**src/rtl/integer_to_radix_digits_top_macros.svh**
```systemverilog
// ---------------------------------------------------------------------------
// Assertion macros for the radix digit converter
// Shared concurrent-check wrappers. Each expects clk and arst_n in scope.
// ---------------------------------------------------------------------------
`ifndef INTEGER_TO_RADIX_DIGITS_TOP_MACROS_SVH
`define INTEGER_TO_RADIX_DIGITS_TOP_MACROS_SVH

// Same-cycle implication, disabled while reset is asserted.
`define ITRD_ASSERT_IMP(lbl, ante, cons, msg) \
	lbl: assert property (@(posedge clk) disable iff (!arst_n) (ante) |-> (cons)) \
		else $error(msg);

// Next-cycle implication, disabled while reset is asserted.
`define ITRD_ASSERT_NXT(lbl, ante, cons, msg) \
	lbl: assert property (@(posedge clk) disable iff (!arst_n) (ante) |=> (cons)) \
		else $error(msg);

`endif

```
**src/rtl/itrd_pkg.sv**
```systemverilog
// ---------------------------------------------------------------------------
// itrd_pkg
// Shared constants and controller/datapath interface types for the radix
// digit converter.
// ---------------------------------------------------------------------------
`default_nettype none

package itrd_pkg;

	// Fixed field widths.
	localparam int VALUE_W = 64;
	localparam int BASE_W  = 6;
	localparam int CHAR_W  = 16;
	localparam int DIGIT_W = 6;

	// Default operand width and dividend bits retired per divider cycle.
	localparam int VALUE_BITS_DEF = 64;
	localparam int STEP_BITS      = 8;

	// Radix limits and digit code units.
	localparam logic [BASE_W-1:0] BASE_MIN  = 6'd2;
	localparam logic [BASE_W-1:0] BASE_MAX  = 6'd36;
	localparam logic [BASE_W-1:0] RADIX_TEN = 6'd10;
	localparam logic [CHAR_W-1:0] ASCII_ZERO    = 16'd48;
	localparam logic [CHAR_W-1:0] ASCII_LOWER_A = 16'd97;

	// Commands from the controller to the datapath.
	typedef struct packed {
		logic load;      // capture a new input word
		logic step;      // retire one dividend chunk in the divider
		logic store;     // write the finished remainder to the digit store
		logic rd;        // read the next digit, most significant first
		logic ld_digit;  // load a digit word into the output register
		logic ld_spec;   // load the empty-result word into the output register
	} itrd_cmd_t;

	// Status from the datapath to the controller.
	typedef struct packed {
		logic bad_base;
		logic val_zero;
		logic cnt_zero;
		logic first_chunk;
		logic last_chunk;
		logic out_free;
	} itrd_sts_t;

endpackage

`default_nettype wire

```
**src/rtl/integer_to_radix_digits_top.sv**
```systemverilog
// ---------------------------------------------------------------------------
// integer_to_radix_digits_top
// Converts an integer to its digit code units in a radix from 2 to 36,
// most significant digit first, one output word per digit.
// ---------------------------------------------------------------------------
//  Channel  Handshake            Payload
//  -------  -------------------  --------------------------------------
//  input    in_valid / in_ready  value, is_signed, base
//  output   out_valid/out_ready  char_out, no_digits, bad_base, last
//  config   cfg_we               cfg_wdata (zero digit code unit)
//
// Each digit takes CHUNKS = ceil(VALUE_BITS/8) steps of the shared divider,
// which retires 8 dividend bits per cycle; digits are then emitted from the
// registered digit store read port.
// Reset is asynchronous, active low, and needs no clearing pass.
// A stalled output holds the converter; a new input word is taken while the
// final output word still waits in the output register.
// ---------------------------------------------------------------------------
`default_nettype none

module integer_to_radix_digits_top #(
	parameter int VALUE_BITS = itrd_pkg::VALUE_BITS_DEF
) (
	input  wire logic                          clk,
	input  wire logic                          arst_n,
	input  wire logic                          cfg_we,
	input  wire logic [itrd_pkg::CHAR_W-1:0]   cfg_wdata,
	input  wire logic                          in_valid,
	output logic                               in_ready,
	input  wire logic [itrd_pkg::VALUE_W-1:0]  value,
	input  wire logic                          is_signed,
	input  wire logic [itrd_pkg::BASE_W-1:0]   base,
	output logic                               out_valid,
	input  wire logic                          out_ready,
	output logic [itrd_pkg::CHAR_W-1:0]        char_out,
	output logic                               no_digits,
	output logic                               bad_base,
	output logic                               last
);
	import itrd_pkg::*;

	itrd_cmd_t cmd;
	itrd_sts_t sts;

	// Sequencer.
	itrd_ctrl u_ctrl (
		.clk      (clk),
		.arst_n   (arst_n),
		.in_valid (in_valid),
		.in_ready (in_ready),
		.sts      (sts),
		.cmd      (cmd)
	);

	// Divider, digit store and output register.
	itrd_dpath #(
		.VALUE_BITS (VALUE_BITS)
	) u_dpath (
		.clk       (clk),
		.arst_n    (arst_n),
		.cfg_we    (cfg_we),
		.cfg_wdata (cfg_wdata),
		.value     (value),
		.is_signed (is_signed),
		.base      (base),
		.out_valid (out_valid),
		.out_ready (out_ready),
		.char_out  (char_out),
		.no_digits (no_digits),
		.bad_base  (bad_base),
		.last      (last),
		.cmd       (cmd),
		.sts       (sts)
	);

endmodule

`default_nettype wire

```
**src/rtl/itrd_ctrl.sv**
```systemverilog
// ---------------------------------------------------------------------------
// itrd_ctrl
// Sequencer for the radix digit converter: accept, divide, emit.
// ---------------------------------------------------------------------------
`default_nettype none

module itrd_ctrl (
	input  wire logic             clk,
	input  wire logic             arst_n,
	input  wire logic             in_valid,
	output logic                  in_ready,
	input  wire itrd_pkg::itrd_sts_t sts,
	output itrd_pkg::itrd_cmd_t   cmd
);
	import itrd_pkg::*;

	typedef enum logic [3:0] {
		ST_IDLE = 4'b0001,
		ST_DIV  = 4'b0010,
		ST_SPEC = 4'b0100,
		ST_EMIT = 4'b1000
	} state_t;

	state_t state_q, state_d;

	// State register.
	always_ff @(posedge clk or negedge arst_n) begin
		if (!arst_n) begin
			state_q <= ST_IDLE;
		end else begin
			state_q <= state_d;
		end
	end

	// Next state and command decode.
	always_comb begin
		state_d  = state_q;
		cmd      = '0;
		in_ready = 1'b0;
		unique case (state_q)
			ST_IDLE: begin
				in_ready = 1'b1;
				if (in_valid) begin
					cmd.load = 1'b1;
					state_d  = ST_DIV;
				end
			end
			ST_DIV: begin
				// At a digit boundary, decide whether division is finished.
				if (sts.first_chunk && sts.bad_base) begin
					state_d = ST_SPEC;
				end else if (sts.first_chunk && sts.val_zero) begin
					if (sts.cnt_zero) begin
						state_d = ST_SPEC;
					end else begin
						cmd.rd  = 1'b1;
						state_d = ST_EMIT;
					end
				end else begin
					cmd.step  = 1'b1;
					cmd.store = sts.last_chunk;
				end
			end
			ST_SPEC: begin
				if (sts.out_free) begin
					cmd.ld_spec = 1'b1;
					state_d     = ST_IDLE;
				end
			end
			ST_EMIT: begin
				// Hand over one digit and fetch the next one in the same cycle.
				if (sts.out_free) begin
					cmd.ld_digit = 1'b1;
					if (sts.cnt_zero) begin
						state_d = ST_IDLE;
					end else begin
						cmd.rd = 1'b1;
					end
				end
			end
			default: begin
				state_d = ST_IDLE;
			end
		endcase
	end

endmodule

`default_nettype wire

```
**src/rtl/itrd_dpath.sv**
```systemverilog
// ---------------------------------------------------------------------------
// itrd_dpath
// Datapath: operand magnitude, chunked radix divider, digit store, code unit
// mapping and the output register.
// ---------------------------------------------------------------------------
`default_nettype none

`include "integer_to_radix_digits_top_macros.svh"

module itrd_dpath #(
	parameter int VALUE_BITS = itrd_pkg::VALUE_BITS_DEF
) (
	input  wire logic                          clk,
	input  wire logic                          arst_n,
	input  wire logic                          cfg_we,
	input  wire logic [itrd_pkg::CHAR_W-1:0]   cfg_wdata,
	input  wire logic [itrd_pkg::VALUE_W-1:0]  value,
	input  wire logic                          is_signed,
	input  wire logic [itrd_pkg::BASE_W-1:0]   base,
	output logic                               out_valid,
	input  wire logic                          out_ready,
	output logic [itrd_pkg::CHAR_W-1:0]        char_out,
	output logic                               no_digits,
	output logic                               bad_base,
	output logic                               last,
	input  wire itrd_pkg::itrd_cmd_t           cmd,
	output itrd_pkg::itrd_sts_t                sts
);
	import itrd_pkg::*;

	localparam int CHUNKS = (VALUE_BITS + STEP_BITS - 1) / STEP_BITS;
	localparam int PADW   = CHUNKS * STEP_BITS;
	localparam int CW     = (CHUNKS > 1) ? $clog2(CHUNKS) : 1;
	localparam int AW     = $clog2(VALUE_BITS);
	localparam int NW     = $clog2(VALUE_BITS + 1);

	// One divider chunk: STEP_BITS restoring steps with a narrow remainder.
	function automatic logic [STEP_BITS+DIGIT_W-1:0] div_chunk(
		input logic [DIGIT_W-1:0]   rem_in,
		input logic [STEP_BITS-1:0] bits_in,
		input logic [BASE_W-1:0]    divisor
	);
		logic [DIGIT_W:0]     t;
		logic [DIGIT_W-1:0]   r;
		logic [STEP_BITS-1:0] q;
		r = rem_in;
		q = '0;
		for (int i = STEP_BITS - 1; i >= 0; i--) begin
			t = {r, bits_in[i]};
			if (t >= {1'b0, divisor}) begin
				t    = t - {1'b0, divisor};
				q[i] = 1'b1;
			end
			r = t[DIGIT_W-1:0];
		end
		return {q, r};
	endfunction

	logic [CHAR_W-1:0]    zero_digit_q;
	logic [PADW-1:0]      val_q;
	logic [BASE_W-1:0]    base_q;
	logic                 bad_q;
	logic [DIGIT_W-1:0]   rem_q;
	logic [CW-1:0]        chunk_q;
	logic [NW-1:0]        cnt_q;
	logic [DIGIT_W-1:0]   digit_mem [VALUE_BITS];
	logic [DIGIT_W-1:0]   rd_data_q;
	logic                 out_valid_q;
	logic [CHAR_W-1:0]    char_q;
	logic                 nd_q;
	logic                 bb_q;
	logic                 last_q;

	logic [VALUE_BITS-1:0]        mag;
	logic [STEP_BITS+DIGIT_W-1:0] step_res;
	logic [STEP_BITS-1:0]         q_bits;
	logic [DIGIT_W-1:0]           r_next;
	logic [AW-1:0]                rd_addr;
	logic                         out_free;
	logic                         locale_mode;
	logic [CHAR_W-1:0]            digit_char;

	// Operand magnitude from the low VALUE_BITS bits.
	always_comb begin
		mag = value[VALUE_BITS-1:0];
		if (is_signed && mag[VALUE_BITS-1]) begin
			mag = ~mag + VALUE_BITS'(1);
		end
	end

	// Divider cycle on the top chunk of the working word.
	assign step_res = div_chunk(rem_q, val_q[PADW-1 -: STEP_BITS], base_q);
	assign q_bits   = step_res[STEP_BITS+DIGIT_W-1:DIGIT_W];
	assign r_next   = step_res[DIGIT_W-1:0];
	assign rd_addr  = AW'(cnt_q - NW'(1));
	assign out_free = !out_valid_q || out_ready;

	// Configuration register.
	always_ff @(posedge clk or negedge arst_n) begin
		if (!arst_n) begin
			zero_digit_q <= ASCII_ZERO;
		end else if (cfg_we) begin
			zero_digit_q <= cfg_wdata;
		end
	end

	// Divider control counters.
	always_ff @(posedge clk or negedge arst_n) begin
		if (!arst_n) begin
			chunk_q <= '0;
			cnt_q   <= '0;
		end else if (cmd.load) begin
			chunk_q <= '0;
			cnt_q   <= '0;
		end else if (cmd.step) begin
			if (cmd.store) begin
				chunk_q <= '0;
				cnt_q   <= cnt_q + NW'(1);
			end else begin
				chunk_q <= chunk_q + CW'(1);
			end
		end else if (cmd.rd) begin
			cnt_q <= cnt_q - NW'(1);
		end
	end

	// Working word, radix and partial remainder.
	always_ff @(posedge clk) begin
		if (cmd.load) begin
			val_q  <= PADW'(mag);
			base_q <= base;
			bad_q  <= (base < BASE_MIN) || (base > BASE_MAX);
			rem_q  <= '0;
		end else if (cmd.step) begin
			val_q <= (val_q << STEP_BITS) | PADW'(q_bits);
			rem_q <= cmd.store ? '0 : r_next;
		end
	end

	// Digit store: one write port, one registered read port.
	always_ff @(posedge clk) begin
		if (cmd.store) begin
			digit_mem[cnt_q[AW-1:0]] <= r_next;
		end
		if (cmd.rd) begin
			rd_data_q <= digit_mem[rd_addr];
		end
	end

	// Digit to code unit.
	assign locale_mode = (base_q == RADIX_TEN) && (zero_digit_q != ASCII_ZERO);
	always_comb begin
		if (locale_mode) begin
			digit_char = zero_digit_q + CHAR_W'(rd_data_q);
		end else if (rd_data_q < DIGIT_W'(RADIX_TEN)) begin
			digit_char = ASCII_ZERO + CHAR_W'(rd_data_q);
		end else begin
			digit_char = ASCII_LOWER_A - CHAR_W'(RADIX_TEN) + CHAR_W'(rd_data_q);
		end
	end

	// Output register valid flag.
	always_ff @(posedge clk or negedge arst_n) begin
		if (!arst_n) begin
			out_valid_q <= 1'b0;
		end else if (cmd.ld_digit || cmd.ld_spec) begin
			out_valid_q <= 1'b1;
		end else if (out_ready) begin
			out_valid_q <= 1'b0;
		end
	end

	// Output register payload.
	always_ff @(posedge clk) begin
		if (cmd.ld_digit) begin
			char_q <= digit_char;
			nd_q   <= 1'b0;
			bb_q   <= 1'b0;
			last_q <= (cnt_q == '0);
		end else if (cmd.ld_spec) begin
			char_q <= '0;
			nd_q   <= 1'b1;
			bb_q   <= bad_q;
			last_q <= 1'b1;
		end
	end

	assign out_valid = out_valid_q;
	assign char_out  = char_q;
	assign no_digits = nd_q;
	assign bad_base  = bb_q;
	assign last      = last_q;

	// Status back to the controller.
	always_comb begin
		sts             = '0;
		sts.bad_base    = bad_q;
		sts.val_zero    = (val_q == '0);
		sts.cnt_zero    = (cnt_q == '0);
		sts.first_chunk = (chunk_q == '0);
		sts.last_chunk  = (chunk_q == CW'(CHUNKS - 1));
		sts.out_free    = out_free;
	end

	// A word is only loaded when the output register is free or being emptied.
	`ITRD_ASSERT_IMP(a_load_free, cmd.ld_digit || cmd.ld_spec, out_free, "output word overwritten")
	// The digit store never overflows.
	`ITRD_ASSERT_IMP(a_store_room, cmd.store, cnt_q < NW'(VALUE_BITS), "digit store overflow")
	// A read is issued only while digits remain, and leaves one fewer.
	`ITRD_ASSERT_NXT(a_rd_count, cmd.rd && (cnt_q != '0), cnt_q == $past(cnt_q) - NW'(1), "digit count slip")

endmodule

`default_nettype wire
```
**config.mk**
```make
export PLATFORM = sky130hd
export DESIGN_NAME = integer_to_radix_digits_top
export DESIGN_NICKNAME = d
export VERILOG_FILES = /design/src/rtl/itrd_pkg.sv /design/src/rtl/integer_to_radix_digits_top.sv /design/src/rtl/itrd_ctrl.sv /design/src/rtl/itrd_dpath.sv
export VERILOG_INCLUDE_DIRS = /design/src /design/src/rtl
export SDC_FILE = /design/constraint.sdc
export NUM_CORES = 1
export LEC_CHECK = 0
export ABC_AREA = 1
export ABC_CLOCK_PERIOD_IN_PS = 16600
export BUFFER_PORTS_ARGS = -buffer_cell sky130_fd_sc_hd__buf_2
export CORE_MARGIN = 2
export CORE_UTILIZATION = 50
export CTS_BUF_LIST = sky130_fd_sc_hd__clkbuf_16
export DETAILED_ROUTE_END_ITERATION = 7
export GPL_ROUTABILITY_DRIVEN = 1
export PLACE_DENSITY = 0.67
export SLEW_MARGIN = 20
export SYNTH_ARGS = -nofsm -noshare
export SYNTH_HDL_FRONTEND = slang
export SYNTH_SLANG_ARGS = --single-unit
```
**constraint.sdc**
```tcl
create_clock -name clk -period 16.6 [get_ports clk]
set_clock_uncertainty 0.05 [all_clocks]
set_input_delay 0.83 -clock clk [delete_from_list [all_inputs] [get_ports clk]]
set_output_delay 0.83 -clock clk [all_outputs]
set_load 0.02 [all_outputs]
```
==> qor.yml, run 1 <==
gp_congestion: 0.9007
dr.pass1.iters: 5
routedWlPerCell_um: 19.66
path_clk_slew_ns: 0.06
synth_compound_area_share_pct: 12.15
std_cell_rows: 83
grt_start_max_net_pins: 116
synth_commonest_cells: "edfxtp_1 (478), nor2_1 (388), nand2_1 (300), o21ai_0 (240), inv_1 (171)"
io_pins: 113
hold_class: "input pin to asynchronous set/reset pin"
required_ns: 16.96
setup_viol: 0
startpoint_type: "flop"
antenna_found_initial: 0
cts_max_level: 2
holdBufCountCts: 0
syn_to_final_growth_pct: 11.28
critPathMaxStageDelay_ns: 0.52
cts_sinks: 517
maxSlewHeadroom_pct: 27.11
min_period_ns: 15.06
synth_nets: 2602
status: "finished clean"
cts-root-buf: "clkbuf_16"
layout.nets: 2682
ys.flop_type: "edfxtp_1"
tightestPinTransition_ns: 1.087
synth_edf_count: 478
ant_nets: 0
yosysTopAreaCell: "edfxtp_1"
drt_wl_total_mm: 63.75
numCtsBuffers: 54
crit_path_max_fanout: 34
diodes: 0
drive_gt1_share_pct: 11.20
synth_xor_area_share_pct: 3.424
syn_inst: 2437
yosysSeqAreaShare_pct: 59.19
path_class: "flop to flop"
ys_warn_count: 0
die_width_um: 231.3
grt_pass1_wl_mm: 99.24
hold_viol: 0
port_buffers: 112
yosysMostFrequentCell: "edfxtp_1"
synth_top_family_by_area: "simple AND/OR/NAND/NOR gates"
min_period_over_period_pct: 90.70
cts_tree: "built"
synth_mux_area_share_pct: 1.675
die_h_um: 231.3
tns_ns: 0
yosys.area_share.adder_pct: 3.796
dpl.hpwl_mm: 42.56
maxCapViolations: 0
drc: 0
syn_avg_cell_area_um2: 10.60
cpMostUsedCell: "nand2_1"
cpMaxStageDelayCell: "a221oi_1"
first_global_vias: 18130
synth_top_area_share_pct: 55.55
max_freq_mhz: 66.42
post_drt_via_cell_ratio: 5.763
netlist_area_um2: 25840
ys_ff_latch: 517
rsz0062_at_grt: "false"
crit_arrival_ns: 15.42
grt-ovfl-total: 0
initial_core_util_pct: 50.47
cts_buffer_depth: 3
synth_simple_gate_area_share_pct: 15.46
drv_slew: 0
die_area_um2: 53510
synth.area.top_cells: "edfxtp_1 (56%), nor2_1 (5.6%), o21ai_0 (4.6%)"
vias: 18680
synth_cell_types: 61
core_um2: 51200
drt_iter0_drc: 1696
clock_latency_ns: 0.63
grt_usage_pct: 23.64
end_kind: "flop"
async_flop_share_pct: 5.996
## cells in the final DEF, fill, tap and decap left out, types with 6 or more instances in the layout
cell and instances:
inv_1 179, o22ai_1 7, nor4_1 33, o211ai_1 53, xnor2_1 44, nand2_4 6
fa_1 9, nor3_1 27, o21ai_0 240, nor2_2 6, nor2_4 6, nand3_2 9
edfxtp_1 478, clkinv_1 17, nor2_1 388, clkinv_2 11, xor2_1 57, o221ai_1 42
o21ai_1 9, nand2_1 298, mux2i_1 41, nand3_1 79, dfrtp_1 27, nand2_2 15
clkbuf_16 54, inv_2 6, buf_2 112, a21oi_1 62, nand4_1 20, ha_1 63
buf_4 17, o32ai_1 55, dfxtp_1 8
## worst max-delay path, delay by kind of cell (launching register included)
family                     cells  cell delay (ns)
AOI/OAI and AO/OA             31             6.47
and+or+nand+nor               26             3.70
adders and majority gates      8             2.61
buffers and inverters         11             1.59
DFF                            1             0.38
## layer usage
| metal | up-vias | wire length (µm) | GRT usage [%] |
|---|---|---|---|
| met2 | 588 | 30180 | 38.50 |
| li1 | 8931 | - | - |
| met3 | 115 | 4523 | 4.601 |
| met1 | 9050 | 27440 | 32.15 |
| met5 | - | 0 | 0 |
| met4 | 0 | 1615 | 7.157 |
## cell type report
class,count,area (µm²)
fill,4326,22440
sequential,517,15300
tap,680,850.8
clock buffer,54,1351
timing repair buffer,130,708.2
multi-input combinational,1632,9473
clock inverter,47,386.6
inverter,182,686.9
## stage by stage
step | hold slack (ns) | cells | util, % | area [µm²] | setup slack [ns]
2_1_floorplan | 0.3957 | 2437 | - | 25840 | 3.223
3_3_place_gp | 0.4132 | 3138 | 52.68 | 26970 | 1.742
3_5_place_dp | 0.4266 | 3138 | 52.68 | 26970 | 0.9218
4_1_cts | 0.2097 | 3239 | 56.07 | 28710 | 0.8533
5_1_grt | 0.2464 | 3242 | 56.16 | 28750 | 0.01690
6_report | 0.2221 | 3242 | 56.16 | 28750 | 1.544
## worst paths after layout
path                                             to  depth (start not counted)  slack, ns              start
max                        u_dpath.digit_mem[51][2]                         76       1.54  u_dpath.base_q[4]
min                         u_dpath.zero_digit_q[9]                          1       0.22             arst_n
max reg2reg                u_dpath.digit_mem[51][2]                         76       1.54  u_dpath.base_q[4]
min reg2reg                       u_dpath.no_digits                          2       0.44  u_dpath.no_digits
max in group asynchronous          u_dpath.cnt_q[0]                          1      15.71             arst_n
min in group clk            u_dpath.zero_digit_q[7]                          3       0.37       cfg_wdata[7]
## state kept, by name, summed over array words and instances, names as in the netlist, 3 cells and up
signal                flops
u_dpath.chunk_q           3
u_dpath.val_q            64
u_dpath.rd_data_q         6
u_dpath.rem_q             6
u_dpath.cnt_q             7
u_dpath.base_q            6
u_dpath.digit_mem       384
u_dpath.zero_digit_q     16
u_dpath.char_out         16
u_ctrl.state_q            4
## repair_timing
action | 4_1_cts | 5_1_grt
setup buffers | 0 | 2
setup endpoints to repair | 0 | 385
gates resized for setup | 0 | 1
## kinds of logic (layout without fill, tap and decap cells)
logic type / after synthesis / after routing
and+or+nand+nor: 911 / 911
AOI/OAI and AO/OA: 504 / 504
muxes: 43 / 43
adders and majority gates: 73 / 73
DFF: 517 / 517
buffers and inverters: 288 / 413
xor gates and xnor gates: 101 / 101
Power of run 1 is not shown: default switching activity piles up to over one toggle a cycle in this logic, so the estimate is an artifact.
==> inputs of run 2 (changes only) <==
- RECOVER_POWER: default -> 50
==> run 2 against run 1 <==
Global-route usage stayed put. Fmax is 0.38% higher. Non-clock buffer count stayed put. Final cell count stayed put. Largest cell class unchanged. Utilization is 0.17 points lower. Wire length hardly changed. Worst setup slack better by 0.057 ns. Sequential cell count stayed put. Register-to-register slack better by 0.06 ns. Critical endpoint unchanged. The run now ends with max-capacitance violations, max-slew violations left.
==> qor.yml, run 2 (synthesis results as in run 1) <==
status: "finished, violations left"  # was finished clean
violations: "max-capacitance violations, max-slew violations"
path_class: "flop to flop"  # unchanged
numCtsBuffers: 54  # unchanged
first_global_vias: 18130  # unchanged
layout_common_cells: "edfxtp_1 (478), nor2_1 (388), nand2_1 (299), o21ai_0 (241), inv_1 (179)"  # was edfxtp_1 (478), nor2_1 (388), nand2_1 (298), o21ai_0 (240), inv_1 (179)
clock_latency_ns: 0.63  # about the same
worst_slack_ns: 1.601  # was 1.544 ns
layout.nets: 2682  # unchanged
end_kind: "flop"  # unchanged
required_ns: 16.97  # was 16.96 ns
setup_viol: 0  # unchanged
cpMaxStageDelayCell: "a221oi_1"  # unchanged
port_buffers: 112  # unchanged
regToRegSetupSlack_ns: 1.60  # was 1.54 ns
diodes: 0  # unchanged
hold_viol: 0  # unchanged
syn_to_final_growth_pct: 10.94  # was 11.28%
cts-root-buf: "clkbuf_16"  # unchanged
crit_arrival_ns: 15.36  # was 15.42 ns
drc: 0  # unchanged
die_area_um2: 53510  # unchanged
io_pins: 113  # unchanged
dr.pass1.iters: 5  # unchanged
placed_area_um2: 26970  # unchanged
cts_sinks: 517  # unchanged
tightestPinTransition_ns: 3.886  # was 1.087 ns
die_width_um: 231.3  # unchanged
drive_gt1_share_pct: 9.719  # was 11.20%
critPathMaxStageDelay_ns: 0.52  # about the same
min_period_over_period_pct: 90.35  # was 90.70%
hold_ws_ns: 0.3694  # was 0.2221 ns
std_cell_rows: 83  # unchanged
die_h_um: 231.3  # unchanged
largest_reg_flops: 384  # unchanged
drv_slew: 457  # was 0
crit_path_max_fanout: 34  # unchanged
hold_class: "input pin to flop"  # was input pin to asynchronous set/reset pin
drt_wl_total_mm: 63.74  # was 63.75 mm
cts_buffer_depth: 3  # unchanged
maxCapViolations: 7  # was 0
antenna_found_initial: 0  # unchanged
max_freq_mhz: 66.67  # was 66.42 MHz
core_um2: 51200  # unchanged
initial_core_util_pct: 50.47  # unchanged
routedWlPerCell_um: 19.66  # about the same
cts_max_level: 2  # unchanged
dpl.hpwl_mm: 42.56  # unchanged
cts_tree: "built"  # unchanged
post_drt_via_cell_ratio: 5.786  # was 5.763
final_common_cell: "edfxtp_1"  # unchanged
path_clk_slew_ns: 0.06  # about the same
cpMostUsedCell: "nand2_1"  # unchanged
maxSlewHeadroom_pct: -159.1  # was 27.11%
rsz0062_at_grt: "false"  # unchanged
grt_pass1_wl_mm: 99.24  # unchanged
gp_congestion: 0.9007  # unchanged
drt_iter0_drc: 1813  # was 1696
ant_nets: 0  # unchanged
design_area_um2: 28670  # was 28750 µm²
tns_ns: 0  # unchanged
vias: 18760  # was 18680
grt_usage_pct: 23.64  # unchanged
grt-ovfl-total: 0  # unchanged
startpoint_type: "flop"  # unchanged
place_ws_ns: 0.9218  # unchanged
grt_start_max_net_pins: 116  # unchanged
min_period_ns: 15.00  # was 15.06 ns
run 2: cell count changes in the layout (fill, tap and decap cells not counted), sizes merged:
cell | before | now
buf | 130 | 96
clkbuf | 54 | 88
clkinvlp | 4 | 5
inv | 191 | 190
run 2: metal layers:
metal	track usage (%)	routed length, µm	vias to the layer above
met3	4.601	4231	112
met2	38.50	30330	617
met5	0	0	-
met4	7.157	1609	0
met1	32.15	27570	9096
li1	-	-	8933
run 2: path summary, 6_finish.rpt:
check	start	endpoint	cells after the start
max in group asynchronous	arst_n	u_dpath.zero_digit_q[10]	1
worst min register to register	u_dpath.no_digits	u_dpath.no_digits	2
min in group asynchronous	arst_n	u_dpath.zero_digit_q[9]	1
worst max-delay path	u_dpath.base_q[2]	u_dpath.digit_mem[51][2]	78
worst max register to register	u_dpath.base_q[2]	u_dpath.digit_mem[51][2]	78
worst min-delay path	cfg_wdata[7]	u_dpath.zero_digit_q[7]	3
run 2: per-stage QoR:
step           util (%)  cells
2_1_floorplan         -   2437
3_3_place_gp      52.68   3138
6_report          55.99   3242
4_1_cts           56.07   3239
5_1_grt           55.99   3242
3_5_place_dp      52.68   3138
run 2: what timing repair did:
item	in CTS	in global routing
hold buffers	0	0
resized for setup	0	1
setup buffers	0	2
setup endpoints to repair	0	385
run 2: cell type report:
type,instances,area (µm²)
Timing Repair Buffer,130,640.6
Clock buffer,54,1351
Sequential cell,517,15290
Fill cell,4355,22530
Tap cell,680,850.8
Clock inverter,47,386.6
Inverter,182,685.7
Multi-Input combinational cell,1632,9458
run 2: worst max-delay path, delay by kind of cell (launching register included):
kind	cells	cell delay, ns
AOI/OAI and AO/OA	29	6.18
and+or+nand+nor	28	3.74
adders and majority gates	8	2.64
buffers and inverters	13	1.71
DFF	1	0.42
Power of run 2 is left out for the same reason.
